### src/rtl/core/page_cache_fifo_lru_tracker_macros.svh
// Assertion helpers shared by the tracker RTL.
`ifndef PAGE_CACHE_FIFO_LRU_TRACKER_MACROS_SVH
`define PAGE_CACHE_FIFO_LRU_TRACKER_MACROS_SVH

// Same-cycle implication, disabled while reset is asserted.
`define PCFLT_ASSERT_IMPLY(lbl, clk, rst_n, ante, cons, msg) \
    lbl: assert property (@(posedge clk) disable iff (!rst_n) (ante) |-> (cons)) \
        else $error(msg);

// Next-cycle implication, disabled while reset is asserted.
`define PCFLT_ASSERT_NEXT(lbl, clk, rst_n, ante, cons, msg) \
    lbl: assert property (@(posedge clk) disable iff (!rst_n) (ante) |=> (cons)) \
        else $error(msg);

`endif

### src/rtl/core/pcflt_pkg.sv
`timescale 1ns / 1ps

package pcflt_pkg;

    localparam int PAGE_W     = 12;
    localparam int PAGE_EXT_W = 17;  // holds any page bound up to 65536
    localparam int LIMIT_W    = 7;
    localparam int PCOUNT_W   = 13;
    localparam int OCC_W      = 8;
    localparam int CFG_IDX_W  = 2;
    localparam int CFG_DATA_W = 13;

    localparam logic [CFG_IDX_W-1:0] CFG_MAX_RESIDENT = 2'd0;
    localparam logic [CFG_IDX_W-1:0] CFG_LRU_MODE     = 2'd1;
    localparam logic [CFG_IDX_W-1:0] CFG_PROG_MODE    = 2'd2;
    localparam logic [CFG_IDX_W-1:0] CFG_PAGE_COUNT   = 2'd3;

    localparam logic [LIMIT_W-1:0]  RST_MAX_RESIDENT = 7'd30;
    localparam logic [PCOUNT_W-1:0] RST_PAGE_COUNT   = 13'd4096;

    localparam logic OP_LOOKUP = 1'b0;
    localparam logic OP_INSERT = 1'b1;

    typedef enum logic [2:0] {
        ST_IDLE,
        ST_MAP,
        ST_FIND,
        ST_SHIFT,
        ST_DONE
    } t_state;

    typedef struct packed {
        logic present;
        logic high_res;
    } t_map_entry;

endpackage

### src/rtl/core/pcflt_age_list.sv
`timescale 1ns / 1ps

module pcflt_age_list #(
    parameter int DEPTH = 128,
    parameter int AW    = 7
) (
    input  logic                       i_clk,
    input  logic                       i_rd_en,
    input  logic [AW-1:0]              i_rd_addr,
    output logic [pcflt_pkg::PAGE_W-1:0] o_rd_data,
    input  logic                       i_wr_en,
    input  logic [AW-1:0]              i_wr_addr,
    input  logic [pcflt_pkg::PAGE_W-1:0] i_wr_data
);
    import pcflt_pkg::*;

    logic [PAGE_W-1:0] r_mem [DEPTH];
    logic [PAGE_W-1:0] r_rd_data;

    always_ff @(posedge i_clk) begin
        if (i_wr_en) begin
            r_mem[i_wr_addr] <= i_wr_data;
        end
        if (i_rd_en) begin
            r_rd_data <= r_mem[i_rd_addr];
        end
    end

    assign o_rd_data = r_rd_data;

endmodule

### config.mk
export PLATFORM = sky130hd
export DESIGN_NAME = pcflt_age_list
export DESIGN_NICKNAME = d
export VERILOG_FILES = /design/src/rtl/core/page_cache_fifo_lru_tracker_macros.svh /design/src/rtl/core/pcflt_pkg.sv /design/src/rtl/core/pcflt_age_list.sv
export SDC_FILE = /design/constraint.sdc
export NUM_CORES = 1
export LEC_CHECK = 0
export BUFFER_PORTS_ARGS = -buffer_cell sky130_fd_sc_hd__buf_2
export CAP_MARGIN = 20
export CORE_MARGIN = 1
export CORE_UTILIZATION = 58
export DETAILED_ROUTE_END_ITERATION = 8
export HOLD_SLACK_MARGIN = 0.12
export PLACE_DENSITY = 0.73
export SETUP_SLACK_MARGIN = 0.5
export SYNTH_ARGS = -nofsm -noshare
export SYNTH_HDL_FRONTEND = slang
export SYNTH_SLANG_ARGS = --single-unit
### constraint.sdc
create_clock -name i_clk -period 3.4 [get_ports i_clk]
set_input_delay 0.17 -clock i_clk [delete_from_list [all_inputs] [get_ports i_clk]]
set_output_delay 0.17 -clock i_clk [all_outputs]
set_load 0.02 [all_outputs]
## After elaboration in Yosys (flattened, before gate mapping)

Memories as Yosys holds them, arrays and structs flattened. A register that Yosys moved wholly into a read port is not among the register bits.
Cells that the tools add are included.
Widths: inputs -> output; s select.

| storage, ports and cells | value |
|---|---|
| bits in registers | 0 |
| bits in writable memories | 1536 |
| input port bits | 29 |
| output and inout bits | 12 |
| memories kept | 1 |

Memory list:

| memory | depth | bits a word | rd ports | clocked after memory_dff | wr ports | line | RTL |
|---|---|---|---|---|---|---|---|
| r_mem | 128 | 12 | 1 | 1 | 1 | pcflt_age_list.sv:17 | `logic [PAGE_W-1:0] r_mem [DEPTH];` |

| operators by class | value |
|---|---|
| muxes and demuxes | 2 |

Operator list:

| kind | count |
|---|---|
| $mux 1 | 2 |

## Logic depth before layout (Yosys ltp)

| logic depth | value |
|---|---|
| depth after elaboration | 2 |
| mapped depth | 7 |

## Worst setup path before layout

OpenSTA, ideal clock, no wires.

| timing path | value |
|---|---|
| path kind | input to register |
| from | input i_rd_addr[0] |
| to | register r_rd_data[10], in the netlist o_rd_data[10], read port of r_mem (data pin) |
| arrival | 2.551 ns |
| setup slack | 0.589 ns |
| stages on the path | 6 |
| cell sequence | buf_2 -> clkbuf_1 -> mux4_2 -> mux4_2 -> mux4_2 -> mux2_2 |

RTL lines:

| item | line | RTL |
|---|---|---|
| start, declared | pcflt_age_list.sv:9 | `input logic [AW-1:0] i_rd_addr,` |
| end, declared | pcflt_age_list.sv:18 | `logic [PAGE_W-1:0] r_rd_data;` |

==> metrics.yaml <==
syn_inst: 2362
cts_tree: "yes"
die_y_um: 322
clock-sinks: 1548
synth_edf_count: 1548
finalWirelength_um: 145000
synth.area.top_cells: "edfxtp_1, mux4_2, nor2_1, clkbuf_1, buf_2"
path_max_fanout: 1
drv_slew: 0
yosys.area.top_type: "edfxtp_1"
synth_top_cells_by_count: "edfxtp_1, mux4_2, nor2_1"
critPathMaxStageDelay_ns: 0.64
hold_depth: 1
synthArstFlopShare_pct: 0
rsz0062_at_grt: "no"
avgSynthCellArea_um2: 25.1
slew_headroom_pct: 22.5
holdCritPathClass: "input port to flop"
synth_compound_area_share_pct: 0
hold_viol_final: 0
gp_congestion: 0.856
synthSimpleGateAreaFrac_pct: 1.18
setup-violations-final: 0
whs_ns: 0.132
io_buffers: 40
fin_crit_sh_pct: 80.9
cp.depth: 4
worst_ep_required_time_ns: 3.92
drc_errors: 0
ctsResizeCount: 0
fin_crit_ns: 2.75
synthAdderAreaFrac_pct: 0
clock_latency_ns: 0.77
first_iter_violations: 4078
worstReg2RegEnd: "o_rd_data[6]$_DFFE_PP_"
ys_types: 16
fin_setup_tns_ns: 0
ios: 41
reg2reg_from: "r_mem[53][6]$_DFFE_PP_"
ys_dominant_reg_cell: "edfxtp_1"
synth_xor_area_share_pct: 0
crit_start: "r_mem[53][6]$_DFFE_PP_"
grt_max_degree: 116
h-tree-depth: 4
nNetsFinal: 2710
crit_buf_inv: 0
skew_ns: 0.0274
grt_usage_pct: 29.1
vias: 28300
cp.arrival_ns: 3.27
cts-buffers-inserted: 152
power_density_mw_per_mm2: 580
initial_utilization_pct: 58.9
areaGrowthSynthToFinish_pct: 14.4
p_total_mw: 39.3
clk_pin_slew_worst_paths_ns: 0.06
yosysWarnings: 0
r2r_slack_ns: 0.65
reg2reg_depth: 4
fillCellCount: 5888
dp_hpwl_um: 85400
cp_slowest_cell: "mux4_2"
overflow: 0
crit_chain: "mux4_2, mux4_2, mux4_2, mux2_2"
path_common_cell: "mux4_2"
fmax_mhz: 363
ys_seq_elements: 1548
seq_area_frac_synth_pct: 78.5
postLayoutCoreUtil_pct: 67.4
critPathTopFamily: "multiplexers"
synth_most_common_cell: "edfxtp_1"
drtPass1Iterations: 5
placed_area_mm2: 0.0628
core_region_area_mm2: 0.101
worst-setup-path-type: "flop to flop"
power_leakage_nw: 21.3
cp-endpoint: "o_rd_data[6]$_DFFE_PP_"
synth_top_family_by_area: "multiplexers"
cap_viol_max_count: 0
die_x_um: 322
antenna_found_initial: 11
endpoint_kind: "flop"
drive_gt1_share_pct: 36.3
muxShareOfSynthArea_pct: 19.4
num_rows: 116
grt_pass1_wl_um: 208000
grt_pass1_vias: 28400
clockBufferDepth: 3
worst_slew_pin_slew_ns: 1.16
synth.top_cell.area_share_pct: 78.5
avgViaCountPerCell: 6.79
start_kind: "flop"
synth_area_mm2: 0.0592
dieArea_mm2: 0.103
ant_nets: 0
outcome: "completed"
wl_per_cell_um: 34.8
ir_worst_vdd_v: 0.000588
cts_root_buf: "clkbuf_16"
syn-num-nets: 2391
final_area_mm2: 0.0678
[layout make-up]
type | instances | area [µm²] | share of cell area (%)
Multi-Input combinational cell | 686 | 12200 | 18.0
Timing Repair Buffer | 293 | 2650 | 3.91
Clock buffer | 182 | 3940 | 5.81
Clock inverter | 96 | 812 | 1.20
Tap cell | 1357 | 1700 | 2.50
Antenna cell | 1 | 2.50 | 0.00369
Sequential cell | 1548 | 46500 | 68.6
[registers in the layout (all words and copies together) (netlist names)]
name and cells:
o_rd_data 12, r_mem 1536
[logic make-up (layout without fill, tap and decap cells)]
group,Yosys count,after routing
buf+inv,128,571
simple gates,170,170
flops,1548,1548
other cells,0,1
mux,516,516
[worst min-delay path by stage]
stage / start / endpoint
global route: i_wr_data[3] / r_mem[91][3]$_DFFE_PP_
finish: i_wr_data[3] / r_mem[91][3]$_DFFE_PP_
detailed placement: i_rd_en / o_rd_data[4]$_DFFE_PP_
CTS: i_wr_data[3] / r_mem[91][3]$_DFFE_PP_
floorplan: i_wr_data[0] / r_mem[0][0]$_DFFE_PP_
global placement: o_rd_data[4]$_DFFE_PP_ / o_rd_data[4]
[stage by stage]
step / setup slack (ns) / instances
3_3_place_gp: 0.218 / 3868
6_report: 0.648 / 4163
3_5_place_dp: 0.188 / 3868
2_1_floorplan: 0.589 / 2362
4_1_cts: 0.630 / 4154
5_1_grt: 0.655 / 4162
[cells in the final DEF (no fill, tap or decap), types with 9 or more instances in the layout]
master / n
buf_12: 32
mux4_2: 504
clkinv_2: 31
nand3_1: 12
clkbuf_1: 29
dlygate4sd3_1: 12
clkbuf_16: 153
buf_2: 24
edfxtp_1: 1548
buf_4: 219
nand2_1: 14
clkinv_1: 37
nor2_1: 120
bufinv_16: 9
mux2_2: 12
[per-layer routing]
metal / global-route usage [%] / wire, µm / vias up / part of all wire, %
li1: - / - / 10900 / -
met1: 41.6 / 54000 / 15100 / 37
met2: 44.8 / 70100 / 1991 / 48
met3: 5.70 / 14800 / 295 / 10
met4: 11.8 / 6020 / 12 / 4.1
met5: 0 / 72 / - / 0.050
[power by group]
group / leakage, nW / internal, mW / total (mW) / switching, mW
registers: 13.9 / 21.1 / 21.2 / 0.0576
logic: 5.03 / 0.867 / 2.10 / 1.23
clock network: 2.32 / 9.00 / 16.0 / 7.04
total: 21.3 / 31.0 / 39.3 / 8.33
[what timing repair did]
item	4_1_cts	5_1_grt
hold endpoints to repair	297	159
buffers inserted	0	0
hold buffers	8	4
Note: power is estimated with default switching activity, not from simulation.
